$ cat config.mk
export PLATFORM = sky130hd
export DESIGN_NAME = escaped_packet_framer
export DESIGN_NICKNAME = d
export VERILOG_FILES = /design/src/epf_pkg.sv /design/src/epf_fifo.sv /design/src/epf_front.sv /design/src/epf_back.sv /design/src/escaped_packet_framer.sv
export VERILOG_INCLUDE_DIRS = /design/src /design/src/src
export SDC_FILE = /design/constraint.sdc
export NUM_CORES = 1
export LEC_CHECK = 0
export BUFFER_PORTS_ARGS = -buffer_cell sky130_fd_sc_hd__buf_2
export CAP_MARGIN = 25
export CORE_MARGIN = 5
export CORE_UTILIZATION = 55
export DETAILED_ROUTE_END_ITERATION = 16
export HOLD_SLACK_MARGIN = 0.03
export PLACE_DENSITY_LB_ADDON = 0.3
export SLEW_MARGIN = 20
export SYNTH_ARGS = -nofsm -noshare
export SYNTH_HDL_FRONTEND = slang
export SYNTH_SLANG_ARGS = --single-unit
$ cat constraint.sdc
create_clock -name clk -period 4.05 [get_ports clk]
set_input_delay 0.2025 -clock clk [delete_from_list [all_inputs] [get_ports clk]]
set_output_delay 0.2025 -clock clk [all_outputs]
set_load 0.02 [all_outputs]
$ cat src/escaped_packet_framer_assert.svh
// ----------------------------------------------------------------------------
// escaped_packet_framer_assert.svh
// Assertion macros for the escaped packet framer.
// ----------------------------------------------------------------------------
`ifndef ESCAPED_PACKET_FRAMER_ASSERT_SVH
`define ESCAPED_PACKET_FRAMER_ASSERT_SVH

// implication checked every clock, masked while in reset
`define EPF_ASSERT_IMPL(label, ante, cons, msg) \
	label: assert property (@(posedge clk) disable iff (!arst_n) (ante) |-> (cons)) \
		else $error(msg);

// condition that must never be true
`define EPF_ASSERT_NEVER(label, cond, msg) \
	label: assert property (@(posedge clk) disable iff (!arst_n) !(cond)) \
		else $error(msg);

`endif

$ cat src/epf_pkg.sv
// ----------------------------------------------------------------------------
// epf_pkg
// Types and constants shared by the escaped packet framer modules.
// ----------------------------------------------------------------------------
package epf_pkg;

	localparam int unsigned QUEUE_DEPTH = 4;

	localparam logic [7:0] START_RESET = 8'h7F;
	localparam logic [7:0] POLL_RESET  = 8'h8F;
	localparam logic [7:0] FLAG_RESET  = 8'h8E;

	localparam logic [7:0] ESC_START_CODE = 8'h01;
	localparam logic [7:0] ESC_POLL_CODE  = 8'h02;

	localparam logic [1:0] CFG_START = 2'd0;
	localparam logic [1:0] CFG_POLL  = 2'd1;
	localparam logic [1:0] CFG_FLAG  = 2'd2;

	localparam logic CMD_OPEN = 1'b0;
	localparam logic CMD_DATA = 1'b1;

	typedef enum logic [2:0] {
		ST_START,
		ST_DEV,
		ST_SRC,
		ST_TYP,
		ST_LENH,
		ST_LENL,
		ST_DATA,
		ST_CSUM
	} step_t;

	typedef struct packed {
		logic [7:0] start_byte;
		logic [7:0] poll_byte;
		logic [7:0] flag_byte;
	} cfg_t;

	// one byte to send, raw or through the escaper
	typedef struct packed {
		logic [7:0] value;
		logic       raw;
		logic       last;
		logic       fend;
	} task_t;

endpackage

$ cat src/epf_fifo.sv
// ----------------------------------------------------------------------------
// epf_fifo
// Short task queue between the framer front end and the byte emitter.
// ----------------------------------------------------------------------------
module epf_fifo import epf_pkg::*; #(
	parameter int unsigned DEPTH = QUEUE_DEPTH
) (
	input  logic  clk,
	input  logic  arst_n,
	input  logic  push,
	input  task_t push_data,
	output logic  push_ready,
	input  logic  pop,
	output task_t pop_data,
	output logic  pop_valid
);

	localparam int unsigned PW = (DEPTH > 1) ? $clog2(DEPTH) : 1;
	localparam int unsigned CW = $clog2(DEPTH + 1);

	task_t         mem_q [DEPTH];
	logic [PW-1:0] wr_ptr_q;
	logic [PW-1:0] rd_ptr_q;
	logic [CW-1:0] count_q;
	logic          do_push;
	logic          do_pop;

	assign push_ready = (count_q != CW'(DEPTH));
	assign pop_valid  = (count_q != '0);
	assign pop_data   = mem_q[rd_ptr_q];
	assign do_push    = push && push_ready;
	assign do_pop     = pop && pop_valid;

	always_ff @(posedge clk) begin
		if (do_push) begin
			mem_q[wr_ptr_q] <= push_data;
		end
	end

	always_ff @(posedge clk or negedge arst_n) begin
		if (!arst_n) begin
			wr_ptr_q <= '0;
			rd_ptr_q <= '0;
			count_q  <= '0;
		end else begin
			if (do_push) begin
				wr_ptr_q <= (wr_ptr_q == PW'(DEPTH - 1)) ? '0 : wr_ptr_q + PW'(1);
			end
			if (do_pop) begin
				rd_ptr_q <= (rd_ptr_q == PW'(DEPTH - 1)) ? '0 : rd_ptr_q + PW'(1);
			end
			case ({do_push, do_pop})
				2'b10:   count_q <= count_q + CW'(1);
				2'b01:   count_q <= count_q - CW'(1);
				default: count_q <= count_q;
			endcase
		end
	end

endmodule

$ cat src/epf_front.sv
// ----------------------------------------------------------------------------
// epf_front
// Accepts items, tracks packet state and checksum, issues byte tasks.
// ----------------------------------------------------------------------------
module epf_front import epf_pkg::*; (
	input  logic        clk,
	input  logic        arst_n,
	input  cfg_t        cfg,
	input  logic        in_valid,
	output logic        in_stall,
	input  logic        command,
	input  logic [7:0]  device_id,
	input  logic [7:0]  source_id,
	input  logic [7:0]  packet_type,
	input  logic [15:0] payload_length,
	input  logic [7:0]  data_byte,
	output logic        q_push,
	output task_t       q_data,
	input  logic        q_ready
);

	logic        open_q;
	logic [15:0] remain_q;
	logic [7:0]  sum_q;

	logic        busy_q;
	step_t       step_q;
	logic        csum_q;
	logic [7:0]  dev_q;
	logic [7:0]  src_q;
	logic [7:0]  typ_q;
	logic [15:0] len_q;
	logic [7:0]  data_q;
	logic [7:0]  cs_q;

	logic        fin;
	logic        accept;
	logic        is_open;
	logic        is_data;
	logic [15:0] rem_dec;
	logic [7:0]  sum_new;
	logic        closing;
	step_t       step_next;

	always_comb begin
		q_data      = '0;
		q_data.raw  = 1'b0;
		fin         = 1'b0;
		step_next   = step_q;
		case (step_q)
			ST_START: begin
				q_data.value = cfg.start_byte;
				q_data.raw   = 1'b1;
				step_next    = ST_DEV;
			end
			ST_DEV: begin
				q_data.value = dev_q;
				step_next    = ST_SRC;
			end
			ST_SRC: begin
				q_data.value = src_q;
				step_next    = ST_TYP;
			end
			ST_TYP: begin
				q_data.value = typ_q;
				step_next    = ST_LENH;
			end
			ST_LENH: begin
				q_data.value = len_q[15:8];
				step_next    = ST_LENL;
			end
			ST_LENL: begin
				q_data.value = len_q[7:0];
				q_data.last  = !csum_q;
				fin          = !csum_q;
				step_next    = ST_CSUM;
			end
			ST_DATA: begin
				q_data.value = data_q;
				q_data.last  = !csum_q;
				fin          = !csum_q;
				step_next    = ST_CSUM;
			end
			ST_CSUM: begin
				q_data.value = cs_q;
				q_data.last  = 1'b1;
				q_data.fend  = 1'b1;
				fin          = 1'b1;
			end
			default: begin
				fin = 1'b1;
			end
		endcase
	end

	assign q_push   = busy_q;
	assign in_stall = busy_q && !(q_ready && fin);
	assign accept   = in_valid && !in_stall;
	assign is_open  = accept && (command == CMD_OPEN);
	assign is_data  = accept && (command == CMD_DATA) && open_q;
	assign rem_dec  = remain_q - 16'd1;

	always_comb begin
		if (command == CMD_OPEN) begin
			sum_new = cfg.start_byte + device_id + source_id + packet_type
				+ payload_length[15:8] + payload_length[7:0];
			closing = (payload_length == '0);
		end else begin
			sum_new = sum_q + data_byte;
			closing = (rem_dec == '0);
		end
	end

	always_ff @(posedge clk) begin
		if (is_open || is_data) begin
			cs_q   <= 8'd0 - sum_new;
			csum_q <= closing;
		end
		if (is_open) begin
			dev_q <= device_id;
			src_q <= source_id;
			typ_q <= packet_type;
			len_q <= payload_length;
		end
		if (is_data) begin
			data_q <= data_byte;
		end
	end

	always_ff @(posedge clk or negedge arst_n) begin
		if (!arst_n) begin
			open_q   <= 1'b0;
			remain_q <= '0;
			sum_q    <= '0;
			busy_q   <= 1'b0;
			step_q   <= ST_START;
		end else begin
			if (is_open || is_data) begin
				busy_q <= 1'b1;
				step_q <= is_open ? ST_START : ST_DATA;
				if (closing) begin
					open_q   <= 1'b0;
					remain_q <= '0;
					sum_q    <= '0;
				end else begin
					open_q   <= 1'b1;
					remain_q <= is_open ? payload_length : rem_dec;
					sum_q    <= sum_new;
				end
			end else if (busy_q && q_ready) begin
				if (fin) begin
					busy_q <= 1'b0;
				end else begin
					step_q <= step_next;
				end
			end
		end
	end

endmodule

$ cat src/epf_back.sv
// ----------------------------------------------------------------------------
// epf_back
// Byte emitter: escapes queued bytes and drives the output register.
// ----------------------------------------------------------------------------
module epf_back import epf_pkg::*; (
	input  logic       clk,
	input  logic       arst_n,
	input  cfg_t       cfg,
	input  task_t      q_data,
	input  logic       q_valid,
	output logic       q_pop,
	output logic       out_valid,
	input  logic       out_stall,
	output logic [7:0] out_byte,
	output logic       last_of_run,
	output logic       frame_end
);

	logic       second_q;
	logic       valid_q;
	logic [7:0] byte_q;
	logic       last_q;
	logic       fend_q;

	logic       adv;
	logic       hit_start;
	logic       hit_poll;
	logic       hit_flag;
	logic       esc;
	logic [7:0] code;

	assign hit_start = (q_data.value == cfg.start_byte);
	assign hit_poll  = (q_data.value == cfg.poll_byte);
	assign hit_flag  = (q_data.value == cfg.flag_byte);
	assign esc       = !q_data.raw && (hit_start || hit_poll || hit_flag);

	always_comb begin
		if (hit_start) begin
			code = ESC_START_CODE;
		end else if (hit_poll) begin
			code = ESC_POLL_CODE;
		end else begin
			code = cfg.flag_byte;
		end
	end

	assign adv   = !valid_q || !out_stall;
	assign q_pop = adv && q_valid && (second_q || !esc);

	always_ff @(posedge clk) begin
		if (adv && q_valid) begin
			if (second_q) begin
				byte_q <= code;
				last_q <= q_data.last;
				fend_q <= q_data.fend;
			end else if (esc) begin
				byte_q <= cfg.flag_byte;
				last_q <= 1'b0;
				fend_q <= 1'b0;
			end else begin
				byte_q <= q_data.value;
				last_q <= q_data.last;
				fend_q <= q_data.fend;
			end
		end
	end

	always_ff @(posedge clk or negedge arst_n) begin
		if (!arst_n) begin
			valid_q  <= 1'b0;
			second_q <= 1'b0;
		end else if (adv) begin
			valid_q <= q_valid;
			if (q_valid) begin
				second_q <= !second_q && esc;
			end
		end
	end

	assign out_valid   = valid_q;
	assign out_byte    = byte_q;
	assign last_of_run = last_q;
	assign frame_end   = fend_q;

endmodule

$ cat src/escaped_packet_framer.sv
// ----------------------------------------------------------------------------
// escaped_packet_framer
// Byte-stuffing packet framer with two's complement checksum.
// ----------------------------------------------------------------------------
// Usage:
//   Input channel (in_valid/in_stall): command 0 opens a packet with its
//   header fields, command 1 carries one payload byte. Payload with no open
//   packet is dropped; a new open abandons the current packet.
//   Output channel (out_valid/out_stall): one wire byte per transfer, with
//   last_of_run on the final byte of an input item and frame_end on the
//   final checksum byte.
//   Config channel (cfg_valid/cfg_ready, always ready): index 0 start,
//   1 poll, 2 flag byte; write only while idle.
// Flow:
//   The first output byte passes the front end's state registers, the
//   task queue and the output register. The front end issues one byte task
//   per cycle while the queue has room (6-7 for an open, 1-2 for a payload
//   byte); the emitter sends one wire byte per cycle while out_stall is
//   low, and an escaped byte goes out as two wire bytes.
// Reset clears packet state, the task queue and the output register;
// config returns to 0x7F/0x8F/0x8E. A stalled output holds its byte and
// the queue backs up into in_stall.
// ----------------------------------------------------------------------------
`include "escaped_packet_framer_assert.svh"

module escaped_packet_framer import epf_pkg::*; #(
	parameter int unsigned QDEPTH = QUEUE_DEPTH
) (
	input  logic        clk,
	input  logic        arst_n,
	input  logic        cfg_valid,
	output logic        cfg_ready,
	input  logic [1:0]  cfg_index,
	input  logic [7:0]  cfg_data,
	input  logic        in_valid,
	output logic        in_stall,
	input  logic        command,
	input  logic [7:0]  device_id,
	input  logic [7:0]  source_id,
	input  logic [7:0]  packet_type,
	input  logic [15:0] payload_length,
	input  logic [7:0]  data_byte,
	output logic        out_valid,
	input  logic        out_stall,
	output logic [7:0]  out_byte,
	output logic        last_of_run,
	output logic        frame_end
);

	cfg_t  cfg_q;
	logic  push;
	task_t push_data;
	logic  push_ready;
	logic  pop;
	task_t pop_data;
	logic  pop_valid;

	assign cfg_ready = 1'b1;

	always_ff @(posedge clk or negedge arst_n) begin
		if (!arst_n) begin
			cfg_q.start_byte <= START_RESET;
			cfg_q.poll_byte  <= POLL_RESET;
			cfg_q.flag_byte  <= FLAG_RESET;
		end else if (cfg_valid && cfg_ready) begin
			case (cfg_index)
				CFG_START: cfg_q.start_byte <= cfg_data;
				CFG_POLL:  cfg_q.poll_byte  <= cfg_data;
				CFG_FLAG:  cfg_q.flag_byte  <= cfg_data;
				default:   cfg_q <= cfg_q;
			endcase
		end
	end

	epf_front u_front (
		.clk            (clk),
		.arst_n         (arst_n),
		.cfg            (cfg_q),
		.in_valid       (in_valid),
		.in_stall       (in_stall),
		.command        (command),
		.device_id      (device_id),
		.source_id      (source_id),
		.packet_type    (packet_type),
		.payload_length (payload_length),
		.data_byte      (data_byte),
		.q_push         (push),
		.q_data         (push_data),
		.q_ready        (push_ready)
	);

	epf_fifo #(
		.DEPTH (QDEPTH)
	) u_fifo (
		.clk        (clk),
		.arst_n     (arst_n),
		.push       (push),
		.push_data  (push_data),
		.push_ready (push_ready),
		.pop        (pop),
		.pop_data   (pop_data),
		.pop_valid  (pop_valid)
	);

	epf_back u_back (
		.clk         (clk),
		.arst_n      (arst_n),
		.cfg         (cfg_q),
		.q_data      (pop_data),
		.q_valid     (pop_valid),
		.q_pop       (pop),
		.out_valid   (out_valid),
		.out_stall   (out_stall),
		.out_byte    (out_byte),
		.last_of_run (last_of_run),
		.frame_end   (frame_end)
	);

	`EPF_ASSERT_IMPL(a_fend_is_last, out_valid && frame_end, last_of_run, "frame_end without last_of_run")
	`EPF_ASSERT_NEVER(a_no_pop_empty, pop && !pop_valid, "task popped from empty queue")
	`EPF_ASSERT_IMPL(a_accept_room, in_valid && !in_stall && push, push_ready, "item taken while queue full")

endmodule

# After elaboration in Yosys (flattened, before gate mapping)

Memories as Yosys holds them, arrays and structs flattened.
Index checks and enable logic that the tools add are counted.

Output and inout bits: 13
Memories kept: 1
Latch bits: 0
Memory bits (read-only): 0
Register bits: 129
Bits in writable memories: 44

Memories:

| memory       | depth | width | rd ports | clocked after memory_dff | wr ports | RTL line       | RTL |
|---|---|---|---|---|---|---|---|
| u_fifo.mem_q | 4     | 11    | 1        | 0                        | 1        | epf_fifo.sv:21 | `task_t mem_q [DEPTH];` |

$add $sub $neg: 12
Multiplexer cells: 31
Bitwise operators: 1
Order comparisons: 0
Multipliers: 0
Reductions and logical operators: 41
Div/mod/pow operators: 0
Shift-type cells: 0
Equality and inequality tests: 18

Operator list:

| cell                    | number |
|---|---|
| $pmux W8 S8             | 1 |
| $add A8 B8 Y8           | 6 |
| $mux W8                 | 6 |
| $logic_not A16 Y1       | 2 |
| $mux W16                | 2 |
| $eq A8 B8 Y1            | 3 |
| $pmux W3 S6             | 1 |
| $sub A16 B1 Y16 const B | 1 |
| $mux W1                 | 13 |
| $eq A3 B3 Y1 const B    | 4 |
| $logic_and A1 B1 Y1     | 12 |
| $mux W3                 | 4 |
| $reduce_and A2 Y1       | 5 |
| $eq A2 B2 Y1 const B    | 4 |
| $logic_not A1 Y1        | 8 |
| $sub A1 B8 Y8 const A   | 1 |
| $reduce_bool A7 Y1      | 1 |
| $eq A3 B2 Y1 const B    | 2 |
| $pmux W3 S2             | 1 |
| $reduce_bool A2 Y1      | 3 |
| $logic_or A1 B1 Y1      | 5 |
| $add A2 B1 Y2 const B   | 2 |
| $eq A2 B1 Y1 const B    | 2 |
| $mux W2                 | 2 |
| other kinds (12)        | 12 |

# Logic depth before layout (Yosys ltp)

Depth after elaboration: 13
Gate-level depth with buffers: 16
Depth with buffers taken out: 16

# Cells and area by module

Synthesis repeated with hierarchy kept, for this count alone.

Cells, all modules: 748
Area, all modules: 9504.1 um2

By module, submodules not included:

| module                | seq. area each (um2) | area an instance (um2) | times used | cells each |
|---|---|---|---|---|
| epf_front             | 2437.3               | 5634.2                 | 1          | 513 |
| epf_fifo              | 1496.4               | 2038.2                 | 1          | 97 |
| escaped_packet_framer | 620.6                | 943.4                  | 1          | 53 |
| epf_back              | 350.3                | 888.4                  | 1          | 85 |

# Least setup slack after synthesis

No wires, ideal clock.

Kind: reg2reg
Start point: register cfg_q[18] (netlist bit)
End point: register u_front.cs_q[7], data pin
Clock period less this slack: 4.200 ns
Setup slack: -0.150 ns
Library setup time: 0.263 ns
Cell stages (with the launch flop): 17
Path buffers: 0
Data arrival time: 3.936 ns
Data required time: 3.787 ns
Cells stage by stage: dfstp_2 -> inv_1 -> fa_1 -> inv_1 -> fa_1 -> inv_1 -> fa_1 -> inv_1 -> ha_1 -> fa_1 -> a21o_1 -> a21oi_1 -> xor2_1 -> nor2_1 -> a311oi_1 -> nand3_1 -> xor2_1

Cells in the longest elaborated chain, start to end: 7

RTL lines:

| what                        | RTL line                    | RTL |
|---|---|---|
| start, declared             | escaped_packet_framer.sv:50 | `cfg_t cfg_q;` |
| start signal, assigned      | escaped_packet_framer.sv:70 | `default: cfg_q <= cfg_q;` |
| $add A8 B8 Y8 (3 in series) | epf_front.sv:105            | `sum_new = cfg.start_byte + device_id + source_id + packet_type` |
| $add A8 B8 Y8 (2 in series) | epf_front.sv:106            | `+ payload_length[15:8] + payload_length[7:0];` |
| $mux W8                     | epf_front.sv:104            | `if (command == CMD_OPEN) begin` |
| $sub A1 B8 Y8               | epf_front.sv:116            | `cs_q <= 8'd0 - sum_new;` |
| end signal, assigned        | epf_front.sv:116            |  |
| end, declared               | epf_front.sv:34             | `logic [7:0] cs_q;` |

Every way passes these cells.
A chain may end at the register's enable or synchronous reset.

# Worst setup path after layout

Ends and elaborated chain as after synthesis.

==> results.tsv <==
stage	metric	value	unit
status	status	completed	
critical_path	Startpoint Class	flip-flop	
critical_path	Reg-to-Reg Start	cfg_q[18]$_DFFE_PN1P_	
placed_design	Area after DPL	0.01006	mm²
global_route	GR peak layer	met2	
route	via count	6653	
clocking	CTS tree	done	
synth	top cells by area, synth	edfxtp_1, dfrtp_1, fa_1	
pwr	leakage	4.412	nW
sta	RSZ-0062 raised after global routing	yes	
global_route	met1 Use GR	32.55	%
route	DRC	0	
global_route	first-pass GRT wire length	37600	µm
synth	Syn Nets	860	
route	final WL	23250	µm
layout	Area Overhead vs Synth	18.10	%
global_route	gr ovfl total	0	
worst_hold_path	WHS Endpoint	u_front.len_q[1]$_DFFE_PP_	
floorplan	Placeable Area	0.01664	mm²
layout	share of cells above drive strength 1	23.53	%
floorplan	die area	0.01973	mm²
synth	post-synthesis register bit count	173	
worst_hold_path	hold-critical path depth	1	
global_route	number of global-route vias before repair	6877	
synth	Synth cell types	71	
clocking	worst skew pair latency	430	ps
layout	Non-Filler Cell Area, Final	0.01105	mm²
sta	worst slew pin tran	815.1	ps
global_route	largest net degree at the start of global routing	49	
placed_design	pre-CTS setup slack	-77.21	ps
sta	fin crit share	99.61	%
synth	Post-synth top cells	edfxtp_1, inv_1, xnor2_1	
synth	Synth Flop Type	edfxtp_1	
critical_path	FF-to-FF setup slack	20	ps
critical_path	R2R cell count	16	
clocking	CTS buffer count	17	
synth	leading area contributor after synthesis	edfxtp_1	
floorplan	Die Wd	140.5	µm
floorplan	Die H	140.5	µm
placed_design	dpl hpwl	16860	µm
synth	Synth Area in Adders	9.143	%
route	DR vias/cell	6.026	
flow_run	Max-Cap Viols	0	
layout	Fill cells	1223	
sta	Final setup viols	0	
pwr	Max rail drop VDD	0.3889	mV
global_route	GR met3 Demand/Resource	4.056	%
critical_path	Worst EP required	4230	ps
placed_design	gp weighted congestion	0.9082	
placed_design	Port Buffers	75	
route	remaining antenna violation count	0	
synth	EDFF count, synth	111	
synth	Synth Cell Area	0.009360	mm²
critical_path	Reg-to-Reg End	u_front.cs_q[7]$_DFFE_PP_	
route	DRT Pass-1 Iters	5	
synth	XOR/XNOR Fraction of Synth Area	5.334	%
sta	Final WS setup	15.94	ps
critical_path	crit-path max FO	2	
global_route	antenna violations before repair	0	
floorplan	Ports	77	
route	post-DR wirelength/cell	21.06	µm
layout	diode count	0	
global_route	all-layer global routing usage	24.49	%
clocking	root buffer cell	clkbuf_16	
critical_path	Setup crit end kind	flip-flop	
critical_path	WP data arrival	4210	ps
floorplan	Initial Util	56.24	%
sta	Tmin final	4034	ps
pwr	Final Power	8.120	mW
clocking	CTS H-tree lvls	4	
synth	Avg Inst Size Synth	12.56	µm²
pwr	power density cells	734.6	mW/mm²
synth	post-synthesis compound-gate area fraction	10.01	%
sta	fmax	247.9	MHz
clocking	CTS Sinks	173	
worst_hold_path	Hold Crit Class	input port to flip-flop	
synth	Post-Synth Simple-Gate Area	9.918	%
sta	worst rel slew slack	45.24	%
global_route	GR Util met2	41.73	%
synth	Mapped Cells	745	
critical_path	Crit Path Class	flip-flop to flip-flop	
sta	max-slew violation count	0	
sta	hold violation count in the final report	0	
layout	Final nets	986	
worst_hold_path	hold_sp	payload_length[1]	
synth	largest family of logic cells by synthesized area	compound AO/OA/AOI/OAI gates	
synth	mux cell area share after synthesis	8.381	%
route	drt initial violations	600	
synth	Synth top area share	35.61	%
synth	sequential share of the synthesized area	52.40	%
synth	Post-synth ARST share	35.84	%
sta	Worst Skew	11.46	ps
clocking	CTS max path bufs	2	
floorplan	num rows	47	
synth	YS warnings	0	
clocking	Reg clk slew, reported paths	70	ps
synth	most common cell in the netlist	edfxtp_1	
sta	worst hold slack	54.70	ps
==> worst max-delay path, stage by stage, from the launching register on <==
cell	delay, ps
dfstp_2	540
inv_2	40
fa_1	480
inv_2	40
fa_1	480
inv_1	50
fa_1	480
inv_1	40
ha_2	190
fa_2	340
a21o_1	190
a21oi_2	140
xor2_1	160
nor2_1	70
a311oi_2	230
nand3_1	130
xor2_1	160
==> layout make-up <==
| class | instances | area (µm²) | share of cell area, % |
|---|---|---|---|
| clock buffer | 19 | 432.9 | 3.916 |
| clock inverter | 13 | 117.6 | 1.064 |
| multi-input combinational | 461 | 4041 | 36.56 |
| tap | 220 | 275.3 | 2.490 |
| inverter | 79 | 296.5 | 2.682 |
| sequential | 173 | 4905 | 44.37 |
| timing repair buffer | 139 | 985.9 | 8.919 |
==> cell families (layout without fill, tap and decap cells) <==
kind of cell    after synthesis  count (layout)
compound gates              129             129
xor+xnor                     57              57
fa+ha+maj                    51              51
buf+inv                     111             250
flops                       173             173
mux                          53              53
other cells                   1               1
simple gates                170             170
==> state kept, by name, summed over array words and instances (netlist names), 16 cells and up <==
name	flops
u_fifo.mem_q	44
cfg_q	24
u_front.len_q	16
u_front.remain_q	16
==> where the power goes <==
group	leakage, nW	internal [mW]	total [mW]	switching (mW)
Clock	0.257	0.848	1.56	0.707
Sequential	1.73	2.63	2.97	0.339
Combinational	2.43	1.59	3.59	2.00
Total	4.41	5.07	8.12	3.05
==> cell usage in the layout, fill, tap and decap left out, types with 12 or more instances in the layout <==
master / instances
edfxtp_1: 111
inv_1: 73
buf_2: 71
nand2_1: 46
xnor2_1: 46
dfrtp_1: 46
dlygate4sd3_1: 41
o21ai_0: 29
fa_1: 28
nor2_1: 25
buf_4: 25
mux2_2: 23
a21oi_1: 21
ha_1: 21
mux4_2: 18
clkbuf_16: 17
nor3_1: 16
dfstp_2: 16
mux2i_1: 12
a22o_1: 12
nand4_1: 12
==> per-layer routing <==
metal | vias to the layer above | wire (µm) | part of all wire [%]
li1 | 2953 | - | -
met1 | 3346 | 9390 | 40
met2 | 317 | 11880 | 51
met3 | 37 | 1562 | 6.7
met4 | 0 | 420 | 1.8
met5 | - | 0 | 0
==> metrics by stage <==
| stage | util (%) | cells | setup TNS (ps) |
|---|---|---|---|
| finish | 66.42 | 1104 | 0 |
| global route | 66.42 | 1104 | -186.2 |
| CTS | 66.30 | 1105 | 0 |
| detailed placement | 60.42 | 1030 | -95.03 |
| global placement | 60.42 | 1030 | -36.25 |
| floorplan | - | 745 | 0 |
==> worst max-delay path by stage <==
stage | startpoint | to | slack, ps | cells after the start
global route | cfg_q[18]$_DFFE_PN1P_ | u_front.cs_q[7]$_DFFE_PP_ | -140 | 16
finish | cfg_q[18]$_DFFE_PN1P_ | u_front.cs_q[7]$_DFFE_PP_ | 20 | 16
global placement | cfg_q[18]$_DFFE_PN1P_ | u_front.cs_q[7]$_DFFE_PP_ | -40 | 16
floorplan | cfg_q[18]$_DFFE_PN1P_ | u_front.cs_q[7]$_DFFE_PP_ | 5 | 16
detailed placement | cfg_q[18]$_DFFE_PN1P_ | u_front.cs_q[7]$_DFFE_PP_ | -80 | 16
CTS | cfg_q[18]$_DFFE_PN1P_ | u_front.cs_q[7]$_DFFE_PP_ | 20 | 16
==> timing repair <==
item,in CTS,in global routing
endpoints found under the setup margin,2,4
resized for setup,0,8
buffers inserted,1,1
hold buffers,42,0
endpoints found under the hold margin,58,0
pin swaps,6,2
No activity file was read; power rests on OpenSTA's default activity.
